## config.mk

```make
export PLATFORM = sky130hd
export DESIGN_NAME = two_button_long_press_handler
export DESIGN_NICKNAME = d
export VERILOG_FILES = /design/src/sv/tblp_pkg.sv /design/src/sv/tblp_step.sv /design/src/sv/two_button_long_press_handler.sv
export SDC_FILE = /design/constraint.sdc
export NUM_CORES = 1
export LEC_CHECK = 0
export ABC_AREA = 1
export BUFFER_PORTS_ARGS = -buffer_cell sky130_fd_sc_hd__buf_2
export CAP_MARGIN = 10
export CORE_ASPECT_RATIO = 0.6
export CORE_MARGIN = 1.5
export CORE_UTILIZATION = 55
export CTS_BUF_LIST = sky130_fd_sc_hd__clkbuf_2
export CTS_CLUSTER_SIZE = 12
export DETAILED_ROUTE_END_ITERATION = 8
export PLACE_DENSITY = 0.79
export SLEW_MARGIN = 5
export SYNTH_ARGS = -nofsm -noshare
export SYNTH_HDL_FRONTEND = slang
export SYNTH_SLANG_ARGS = --single-unit
```

## constraint.sdc

```tcl
create_clock -name i_clk -period 4.3 [get_ports i_clk]
set_clock_uncertainty 0.2 [all_clocks]
set_input_delay 0.215 -clock i_clk [delete_from_list [all_inputs] [get_ports i_clk]]
set_output_delay 0.215 -clock i_clk [all_outputs]
set_load 0.05 [all_outputs]
```

## src/sv/tblp_pkg.sv

```systemverilog
// ----------------------------------------------------------------------------
// tblp_pkg
// Types, widths and reset values of the two-button long-press handler.
// ----------------------------------------------------------------------------
package tblp_pkg;

    localparam int SWATCH_W   = 8;
    localparam int MODE_W     = 3;
    localparam int HOLD_W     = 16;
    localparam int DEBOUNCE_W = 8;
    localparam int TIME_W     = 32;
    localparam int CFG_IDX_W  = 4;
    localparam int CFG_DATA_W = 16;

    localparam int MODE_COUNT_DEFAULT = 5;

    localparam logic [SWATCH_W-1:0]   RESET_SWATCH_COUNT = 8'd8;
    localparam logic [HOLD_W-1:0]     RESET_HOLD_TIME    = 16'd2000;
    localparam logic                  RESET_ANIM_PRESENT = 1'b1;
    localparam logic [DEBOUNCE_W-1:0] RESET_DEBOUNCE     = 8'd20;

    typedef enum logic [CFG_IDX_W-1:0] {
        CFG_SWATCH_COUNT   = 4'd0,
        CFG_HOLD_TIME      = 4'd1,
        CFG_ANIM_PRESENT   = 4'd2,
        CFG_DEBOUNCE       = 4'd3
    } t_cfg_index;

    typedef struct packed {
        logic [SWATCH_W-1:0]   swatch_count;
        logic [HOLD_W-1:0]     hold_time_ms;
        logic                  anim_button_present;
        logic [DEBOUNCE_W-1:0] debounce_reload;
    } t_cfg;

    typedef struct packed {
        logic              color_level;
        logic              anim_level;
        logic              preview_busy;
        logic [TIME_W-1:0] now_ms;
    } t_in;

    typedef struct packed {
        logic [SWATCH_W-1:0] swatch_index;
        logic [MODE_W-1:0]   anim_mode;
        logic                brightness_mode;
        logic                swatch_preview_start;
        logic                anim_preview_start;
    } t_out;

    typedef struct packed {
        logic                  color_last;
        logic                  anim_last;
        logic [DEBOUNCE_W-1:0] debounce_left;
        logic [TIME_W-1:0]     press_start_time;
        logic                  long_held;
        logic [SWATCH_W-1:0]   swatch;
        logic [MODE_W-1:0]     mode;
        logic                  bright;
    } t_state;

endpackage

```

## src/sv/tblp_step.sv

```systemverilog
// ----------------------------------------------------------------------------
// tblp_step
// Next-state and result logic for one frame tick: debounce countdown,
// press timing, brightness mode, swatch and mode advance.
// ----------------------------------------------------------------------------
module tblp_step
    import tblp_pkg::*;
#(
    parameter int MODE_COUNT = MODE_COUNT_DEFAULT
) (
    input  t_cfg   i_cfg,
    input  t_state i_state,
    input  t_in    i_tick,
    output t_state o_state,
    output t_out   o_res
);

    localparam logic [MODE_W:0] ModeCount = (MODE_W+1)'(MODE_COUNT);

    logic [TIME_W-1:0]   elapsed;
    logic                hold_hit;
    logic [SWATCH_W:0]   swatch_inc;
    logic [SWATCH_W-1:0] swatch_next;
    logic [MODE_W:0]     mode_inc;
    logic [MODE_W-1:0]   mode_next;
    logic                sw_pulse;
    logic                an_pulse;

    assign elapsed  = i_tick.now_ms - i_state.press_start_time;
    assign hold_hit = elapsed >= {{(TIME_W-HOLD_W){1'b0}}, i_cfg.hold_time_ms};

    assign swatch_inc  = {1'b0, i_state.swatch} + (SWATCH_W+1)'(1);
    assign swatch_next = (swatch_inc >= {1'b0, i_cfg.swatch_count}) ?
                         '0 : swatch_inc[SWATCH_W-1:0];

    assign mode_inc  = {1'b0, i_state.mode} + (MODE_W+1)'(1);
    assign mode_next = (mode_inc >= ModeCount) ? '0 : mode_inc[MODE_W-1:0];

    always_comb begin
        o_state  = i_state;
        sw_pulse = 1'b0;
        an_pulse = 1'b0;
        if (!i_tick.preview_busy) begin
            if (i_state.debounce_left != '0) begin
                o_state.debounce_left = i_state.debounce_left - DEBOUNCE_W'(1);
            end else begin
                if (i_tick.color_level != i_state.color_last) begin
                    if (!i_tick.color_level) begin
                        o_state.press_start_time = i_tick.now_ms;
                    end else if (!i_state.long_held) begin
                        o_state.swatch = swatch_next;
                        sw_pulse       = 1'b1;
                    end else begin
                        o_state.bright = 1'b0;
                    end
                    o_state.long_held  = 1'b0;
                    o_state.color_last = i_tick.color_level;
                end else if (!i_tick.color_level && !i_state.long_held && hold_hit) begin
                    o_state.long_held = 1'b1;
                    o_state.bright    = 1'b1;
                end

                // With no animation button wired, its level is not even sampled.
                if (i_cfg.anim_button_present &&
                    (i_tick.anim_level != i_state.anim_last)) begin
                    if (!i_tick.anim_level) begin
                        o_state.mode = mode_next;
                        an_pulse     = 1'b1;
                    end
                    o_state.anim_last = i_tick.anim_level;
                end

                o_state.debounce_left = i_cfg.debounce_reload;
            end
        end
    end

    always_comb begin
        o_res.swatch_index         = o_state.swatch;
        o_res.anim_mode            = o_state.mode;
        o_res.brightness_mode      = o_state.bright;
        o_res.swatch_preview_start = sw_pulse;
        o_res.anim_preview_start   = an_pulse;
    end

endmodule

```

## src/sv/two_button_long_press_handler.sv

```systemverilog
// ----------------------------------------------------------------------------
// two_button_long_press_handler
// Debounced two-button handler with short-press swatch stepping and
// long-press brightness mode.
// ----------------------------------------------------------------------------
// Every input beat is one frame tick and yields exactly one result beat. The
// block takes one tick per clock cycle until back-pressure fills both registers,
// and a tick passes through two register stages in order: the input register,
// then the result register. Between them, the button state is updated in a
// single pass that holds a 32-bit elapsed-time subtract and compare. The input
// register keeps accepting while a result waits downstream, so one stalled
// result costs no throughput until both registers are full. Configuration
// writes are taken in any cycle and should be issued only while no tick is in
// flight.
module two_button_long_press_handler
    import tblp_pkg::*;
#(
    parameter int MODE_COUNT = MODE_COUNT_DEFAULT
) (
    input  logic                  i_clk,
    input  logic                  i_rst_n,
    input  logic                  i_cfg_valid,
    output logic                  o_cfg_ready,
    input  logic [CFG_IDX_W-1:0]  i_cfg_index,
    input  logic [CFG_DATA_W-1:0] i_cfg_data,
    input  logic                  i_in_valid,
    output logic                  o_in_ready,
    input  t_in                   i_in,
    output logic                  o_out_valid,
    input  logic                  i_out_ready,
    output t_out                  o_out
);

    t_cfg   r_cfg;
    t_state r_state;
    t_state n_state;
    logic   r_in_valid;
    t_in    r_in;
    logic   r_out_valid;
    t_out   r_out;
    t_out   n_out;
    logic   advance;

    assign o_cfg_ready = 1'b1;
    assign advance     = r_in_valid && (!r_out_valid || i_out_ready);
    assign o_in_ready  = !r_in_valid || advance;
    assign o_out_valid = r_out_valid;
    assign o_out       = r_out;

    tblp_step #(
        .MODE_COUNT(MODE_COUNT)
    ) u_step (
        .i_cfg   (r_cfg),
        .i_state (r_state),
        .i_tick  (r_in),
        .o_state (n_state),
        .o_res   (n_out)
    );

    always_ff @(posedge i_clk) begin
        if (!i_rst_n) begin
            r_cfg.swatch_count        <= RESET_SWATCH_COUNT;
            r_cfg.hold_time_ms        <= RESET_HOLD_TIME;
            r_cfg.anim_button_present <= RESET_ANIM_PRESENT;
            r_cfg.debounce_reload     <= RESET_DEBOUNCE;
        end else if (i_cfg_valid) begin
            case (i_cfg_index)
                CFG_SWATCH_COUNT: begin
                    r_cfg.swatch_count <= i_cfg_data[SWATCH_W-1:0];
                end
                CFG_HOLD_TIME: begin
                    r_cfg.hold_time_ms <= i_cfg_data[HOLD_W-1:0];
                end
                CFG_ANIM_PRESENT: begin
                    r_cfg.anim_button_present <= i_cfg_data[0];
                end
                CFG_DEBOUNCE: begin
                    r_cfg.debounce_reload <= i_cfg_data[DEBOUNCE_W-1:0];
                end
                default: begin
                end
            endcase
        end
    end

    always_ff @(posedge i_clk) begin
        if (!i_rst_n) begin
            r_state.color_last       <= 1'b1;
            r_state.anim_last        <= 1'b1;
            r_state.debounce_left    <= '0;
            r_state.press_start_time <= '0;
            r_state.long_held        <= 1'b0;
            r_state.swatch           <= '0;
            r_state.mode             <= '0;
            r_state.bright           <= 1'b0;
        end else if (advance) begin
            r_state <= n_state;
        end
    end

    always_ff @(posedge i_clk) begin
        if (!i_rst_n) begin
            r_in_valid <= 1'b0;
        end else if (o_in_ready) begin
            r_in_valid <= i_in_valid;
        end
    end

    always_ff @(posedge i_clk) begin
        if (o_in_ready && i_in_valid) begin
            r_in <= i_in;
        end
    end

    always_ff @(posedge i_clk) begin
        if (!i_rst_n) begin
            r_out_valid <= 1'b0;
        end else if (advance) begin
            r_out_valid <= 1'b1;
        end else if (i_out_ready) begin
            r_out_valid <= 1'b0;
        end
    end

    always_ff @(posedge i_clk) begin
        if (advance) begin
            r_out <= n_out;
        end
    end

endmodule

```

==> results of run 1 <==
## stage by stage
step / hold WS (ns) / cell area (um2)
2_1_floorplan: 0.114 / 8600
3_3_place_gp: 0.192 / 9150
3_5_place_dp: 0.193 / 9150
4_1_cts: 0.0471 / 10600
5_1_grt: 0.0759 / 10600
6_report: 0.104 / 10600
## routing by layer
layer / up-vias / global-route usage / wire (um)
li1: 4261 / - / -
met1: 3776 / 0.439 / 11400
met2: 351 / 0.453 / 9870
met3: 33 / 0.0612 / 2120
met4: 0 / 0.0742 / 297
met5: - / 0 / 0
## cells by family after synthesis
logic type | after synthesis
xor+xnor | 21
fa+ha+maj | 61
other cells | 1
flops | 139
compound gates | 196
buf+inv | 287
simple gates | 518
## Yosys cell counts (all sizes together), types with 4 or more instances
library cell  instances  area [um2]
a21oi                82         410
buf                  10        66.3
clkbuf               16        60.1
clkinv                4        15.0
dfxtp                90        1800
edfxtp               49        1470
ha                   60         751
inv                 257         965
nand2               313        1200
nand3                43         228
nand4                 7        43.8
nor2                109         462
nor3                 42         210
o211ai                4        30.0
o21ai                92         472
o22ai                 6        68.8
xor2                 19         166
## how the worst min path moves through the flow
stage	to	slack, ns
floorplan	r_in[0]	0.11
global placement	r_in[6]	0.19
detailed placement	r_in[26]	0.19
CTS	o_out_valid	0.05
global route	r_cfg[13]	0.08
finish	r_cfg[6]	0.10
## flip-flops by register name, indices dropped and copies added (netlist names)
signal	count
r_state	55
r_in	35
r_cfg	33
o_out	14
o_out_valid	1
r_in_valid	1
## where the power goes
group | leakage, nW | switching [mW] | internal, mW
combinational | 3.98 | 0.448 | 0.276
sequential | 1.21 | 0.0321 | 1.42
clock | 0.144 | 0.584 | 0.233
## what timing repair did
item                      in CTS  in global routing
hold endpoints to repair     132                  0
hold buffers                 120                  0
gates resized for setup        0                  0
## worst register-to-register path, delay by kind of cell, from the launching register on
family	cells	cell delay, ns
and+or+nand+nor	16	1.67
adders and majority gates	2	0.67
DFF	1	0.47
xor gates and xnor gates	1	0.21
AOI/OAI and AO/OA	1	0.16
buffers and inverters	1	0.04
## area by class of cell
| cell class | count | area [um2] | share of cell area |
|---|---|---|---|
| Timing Repair Buffer | 202 | 1630 | 0.154 |
| Sequential cell | 139 | 3270 | 0.309 |
| Clock buffer | 17 | 85.1 | 0.00803 |
| Clock inverter | 15 | 154 | 0.0145 |
| Inverter | 261 | 980 | 0.0925 |
| Multi-Input combinational cell | 797 | 4220 | 0.398 |
| Tap cell | 203 | 254 | 0.0240 |
==> qor.txt, run 1 <==
cell repeated most along the worst path: dlygate4sd3_1
utilization after layout: 0.691
Std-Cell Core Area: 15300 um2
number of buffer and inverter stages on the critical path: 7
P_leak: 5.33 nW
largest incremental delay on the critical path: 0.76 ns
Net Count, Synth: 1344
post-CTS setup buffer count: 0
Min-Delay Startpoint: i_cfg_data[6]
r2r setup slk: 0.67 ns
most used cells in the layout excluding fill and tap cells: 309 x nand2_1, 256 x inv_1, 120 x dlygate4sd3_1, 103 x nor2_1, 90 x dfxtp_1
end of the worst register-to-register path: o_out[2]
post-synthesis adder-cell area fraction: 0.0897
vias in the first global route: 7732
maximum fanout count along the critical path: 8
first-pass iteration count of the detailed router: 5
slew at the pin closest to its max-slew limit: 0.687 ns
number of remaining DRC errors: 0
Seq/Total Area, Yosys: 0.381
CTS tree: yes
most frequently used flop master after synthesis: dfxtp_1
fraction of synthesized area in multiplexers: 0
number of cells on the critical path: 11
pins over their slew limit: 0
Overall Global Routing Usage: 0.300
total of flip-flops plus latches after synthesis: 139
Setup-failing EPs final: 0
vertical die dimension: 99.8 um
detail-routed via count per cell: 5.15
total overflow reported by the global router: 0
cell type of the slowest stage on the worst timing path: dlygate4sd3_1
Critical Path, Cell by Cell: dlygate4sd3_1, buf_2, nand2_1, dlygate4sd3_1, nor3_1, dlygate4sd3_1, inv_1, nor2_1, dlygate4sd3_1, nor2_1, dlygate4sd3_1
count of distinct cell types in the synthesized netlist: 46
proportion of register bits with asynchronous set or reset after synthesis: 0
Worst Setup End Kind: flop
worst endpoint data arrival time: 4.26 ns
clock-pin slew on the worst setup and hold paths: 0.24 ns
area of the die: 16400 um2
detailed-route wire length per cell: 14.5 um
main combinational cell family by area after synthesis: simple AND/OR/NAND/NOR gates
VDD IR-drop max: 0.000150 V
Warnings, synthesis: 0
net count of the finished layout: 1539
Final Routed Wirelength: 23700 um
filler instances: 1264
setup total negative slack: 0 ns
number of flops mapped to enable cells by yosys: 49
maximum number of pins on one net before global-route repair: 65
highest achievable clock rate: 263 MHz
outcome: finished clean
root buffer cell: clkbuf_2
CP Launch Point: i_cfg_valid
worst max-slew margin expressed relative to the limit: 0.542
number of clock sinks seen by CTS: 139
kind of path behind the tightest hold check: input port to flop
synthesized area per cell: 7.03 um2
total number of H-tree levels: 4
global-route wire length before repair: 38300 um
final critical-path share of the clock period: 0.886
Post-Synthesis Cells: 1223
element type at the critical path start: input port
final worst slack: 0.492 ns
Synth Area in XOR/XNOR: 0.0214
number of hold violations in the final report: 0
overall via count from detail_route: 8421
Power Dens Cells: 283 nW/um2
start of the worst register-to-register path: r_in[5]
ratio of cells with drive above 1 in the final layout: 0.0943
post-layout instance count excluding filler cells: 1634
initial standard-cell utilization of the core: 0.561
die width: 164 um
Inserted Diodes: 0
depth of the worst register-to-register path: 21
input/output buffers: 75
antenna violations before repair: 0
synthesis-to-layout area growth: 23.2%
minimum clock period after layout: 3.81 ns
detailed-placement wirelength estimate: 15900 um
required time at the worst-slack endpoint: 4.75 ns
compound-cell area share of the yosys netlist: 0.125
hold path cells: 4
most common library cell in the layout ignoring fill and taps: nand2_1
number of clock buffers inserted by TritonCTS: 17
critical setup path kind: input port to flop
site row count: 35
synthesized-area fraction occupied by and/or/nand/nor cells: 0.254
Worst-Skew Late Latency: 0.74 ns
Power Total: 3.00 mW
IO Pins: 77
number of max-capacitance violations reported: 0
count of routing violations after the opening detailed-route iteration: 864
unrepaired setup endpoints after global routing: false
cell family with most CP delay: buffers and inverters
remaining antenna violation count after routing: 0
capture point of the critical path: r_cfg[1]
mapped cell area: 8600 um2
GP Congestion: 1.01
pre-CTS worst setup slack: 0.810 ns
Post-Place Cells: 1482
largest buffer count on any clock path: 2
Power figures use the tool's default switching activity.
==> inputs of run 2 (changes only) <==
PLACE_DENSITY = 0.78   (was 0.79)
SYNTH_HIERARCHICAL = 1   (was not set)
==> qor.txt, run 2 <==
multi-input combinational cell area: 4940 um2
GRT busiest layer: met1
number of hold violations in the final report: 0
register ranked first by flip-flop count: r_state
finished layout cell area: 11700 um2
setup total negative slack: 0 ns
area of the die: 18500 um2
maximum number of pins on one net before global-route repair: 63
site row count: 37
fraction of power consumed by the clock network: 0.238
share of the synthesized area in the top cell type: 0.185
Placed Area: 10100 um2
Warnings, synthesis: 6
total overflow reported by the global router: 0
number of remaining DRC errors: 0
Setup-failing EPs final: 0
number of flops mapped to enable cells by yosys: 49
detailed-route wire length per cell: 14.5 um
Comb pwr share: 0.322
worst endpoint data arrival time: 4.03 ns
Int Power: 2.11 mW
vertical die dimension: 106 um
Inserted Diodes: 0
mapped cell area: 9730 um2
synthesis-to-layout area growth: 20.0%
cell type of the slowest stage on the worst timing path: edfxtp_1
filler instances: 1444
Post-Synthesis Cells: 1457
proportion of register bits with asynchronous set or reset after synthesis: 0
total of flip-flops plus latches after synthesis: 139
cell type with the largest total area after synthesis: dfxtp_1
P_leak: 6.08 nW
Global Route met1 Usage: 0.478
outcome: finished clean
detail-routed via count per cell: 5.08
antenna violations before repair: 0
GRT met3 Usage: 0.0622
overall via count from detail_route: 9556
pins over their slew limit: 0
Overall Global Routing Usage: 0.307
largest buffer count on any clock path: 2
minimum clock period after layout: 3.58 ns
final critical-path share of the clock period: 0.833
VDD IR-drop max: 0.000235 V
first-pass iteration count of the detailed router: 5
switching power: 1.28 mW
met2 routing resource usage after global routing: 0.438
Power Dens Cells: 290 nW/um2
total number of H-tree levels: 4
most common library cell in the layout ignoring fill and taps: nand2_1
Min-Delay Startpoint: i_cfg_data[6]
required time at the worst-slack endpoint: 4.75 ns
Final Routed Wirelength: 27300 um
number of max-capacitance violations reported: 0
cell repeated most along the worst path: nand2_1
sequential share of power: 0.440
cell with the most instances after synthesis: nand2_1
synthesized area per cell: 6.68 um2
root buffer cell: clkbuf_2
Std-Cell Core Area: 17200 um2
net count of the finished layout: 1753
depth of the worst register-to-register path: 23
switching share of total power: 0.377
count of routing violations after the opening detailed-route iteration: 968
unrepaired setup endpoints after global routing: false
leading post-synthesis cells by cell area: dfxtp_1 19%, edfxtp_1 15%, nand2_1 14%
worst max-slew margin expressed relative to the limit: 0.222
registers with the most flip-flops: r_state (55), r_in (35), r_cfg (33)
Worst Hold Slack: 0.211 ns
number of clock buffers inserted by TritonCTS: 17
CTS tree: yes
input/output buffers: 75
ratio of cells with drive above 1 in the final layout: 0.108
number of cells on the critical path: 23
most used cells in the layout excluding fill and tap cells: 363 x nand2_1, 310 x inv_1, 183 x nor2_1, 131 x dlygate4sd3_1
r2r setup slk: 0.72 ns
Net Count, Synth: 1577
Critical Path, Cell by Cell: ha_1, nand2_1, nor2_2, nand2_2, inv_1, nand2_1, nand2_1, xor2_1, ha_1, a21oi_1, nor2_1, a211oi_1, nand2_1, nor2_1, nand2_1, nor2_1, nand2_1, nor2_1, nand2_1, nand2_1, nand2_1, o21ai_0, nor2_1
area occupied by registers: 3270 um2
IO Pins: 77
critical setup path kind: flop to flop
number of flip-flops in the largest register: 55
largest incremental delay on the critical path: 0.48 ns
detailed-placement wirelength estimate: 18600 um
number of clock sinks seen by CTS: 139
count of distinct cell types in the synthesized netlist: 49
remaining antenna violation count after routing: 0
element type at the critical path start: flop
capture point of the critical path: r_state[0]
start of the worst register-to-register path: r_in[12]
vias in the first global route: 8739
maximum fanout count along the critical path: 4
clock-pin slew on the worst setup and hold paths: 0.23 ns
GP Congestion: 0.982
Worst-Skew Late Latency: 0.73 ns
highest achievable clock rate: 279 MHz
top post-synthesis cells by count: 363 x nand2_1, 311 x inv_1, 183 x nor2_1, 90 x dfxtp_1, 90 x o21ai_0
slew at the pin closest to its max-slew limit: 1.17 ns
Worst Setup End Kind: flop
die width: 175 um
kind of path behind the tightest hold check: input port to flop
global-route wire length before repair: 44500 um
end of the worst register-to-register path: r_state[0]
Seq/Total Area, Yosys: 0.336
CP Launch Point: r_in[12]
cell family with most CP delay: simple AND/OR/NAND/NOR gates
initial standard-cell utilization of the core: 0.565
number of buffer and inverter stages on the critical path: 1
most frequently used flop master after synthesis: dfxtp_1
==> run 2: cell types whose count changed after synthesis, moves of 17 or more <==
cell and delta:
nor2_1 +80, nand2_2 +17, inv_1 +55, nor3_1 -36
nand2_1 +54, buf_4 +20, nand4_1 +36, o21ai_0 +37
o21ai_1 -24, a21oi_1 -53
==> run 2: logic make-up (layout without fill, tap and decap cells) <==
kind of cell / Yosys count / after routing / share of synthesized area
and+or+nand+nor: 712 / 712 / 0.329
adders and majority gates: 60 / 60 / 0.0779
other: 1 / 1 / 0.000385
muxes: 2 / 2 / 0.00206
buffers and inverters: 375 / 564 / 0.156
DFF: 139 / 139 / 0.336
xor gates and xnor gates: 23 / 23 / 0.0207
AOI/OAI and AO/OA: 145 / 145 / 0.0778
==> run 2: worst min-delay path by stage <==
stage	to	depth (start not counted)	slack (ns)
after floorplan	r_in[0]	0	0.11
after global placement	r_in[22]	1	0.19
after detailed placement	r_in[13]	1	0.19
after CTS	r_cfg[31]	6	0.15
after global routing	r_cfg[27]	6	0.17
final	r_cfg[31]	6	0.21
==> run 2: per-layer routing <==
| metal | part of all wire | vias up | routed length, um |
|---|---|---|---|
| li1 | - | 4815 | - |
| met1 | 0.50 | 4308 | 13700 |
| met2 | 0.39 | 411 | 10600 |
| met3 | 0.10 | 22 | 2720 |
| met4 | 0.0080 | 0 | 218 |
| met5 | 0 | - | 0 |
==> run 2: final cells by class <==
cell class,instances,share of cell area
Clock buffer,19,0.00815
Inverter,322,0.104
Sequential cell,139,0.280
Multi-Input combinational cell,943,0.423
Timing Repair Buffer,210,0.147
Tap cell,234,0.0251
Clock inverter,13,0.0123
==> run 2: metrics by stage <==
step           total power, mW  worst slack [ns]   util  instances
2_1_floorplan             2.25              1.15      -       1457
3_3_place_gp              2.47             0.935  0.588       1717
3_5_place_dp              2.49             0.862  0.588       1717
4_1_cts                   3.37             0.845  0.678       1880
5_1_grt                   3.60             0.426  0.678       1880
6_report                  3.39             0.719  0.678       1880
==> run 2: power groups by stage <==
stage               clock network, mW  registers (mW)  logic, mW
floorplan                           0            1.53      0.719
global placement                    0            1.51      0.958
detailed placement                  0            1.52      0.972
CTS                             0.823            1.49       1.05
global route                    0.883            1.50       1.22
finish                          0.807            1.49       1.09
==> run 2: tightest hold or removal path, delay by kind of cell <==
family	cells	cell delay, ns
buf+inv	3	0.69
simple gates	3	0.21
==> run 2: repair_timing <==
action | in CTS | in global routing
setup buffers | 0 | 0
endpoints found under the hold margin | 143 | 0
gates resized for setup | 0 | 0
endpoints found under the setup margin | 0 | 0
hold buffers | 131 | 0
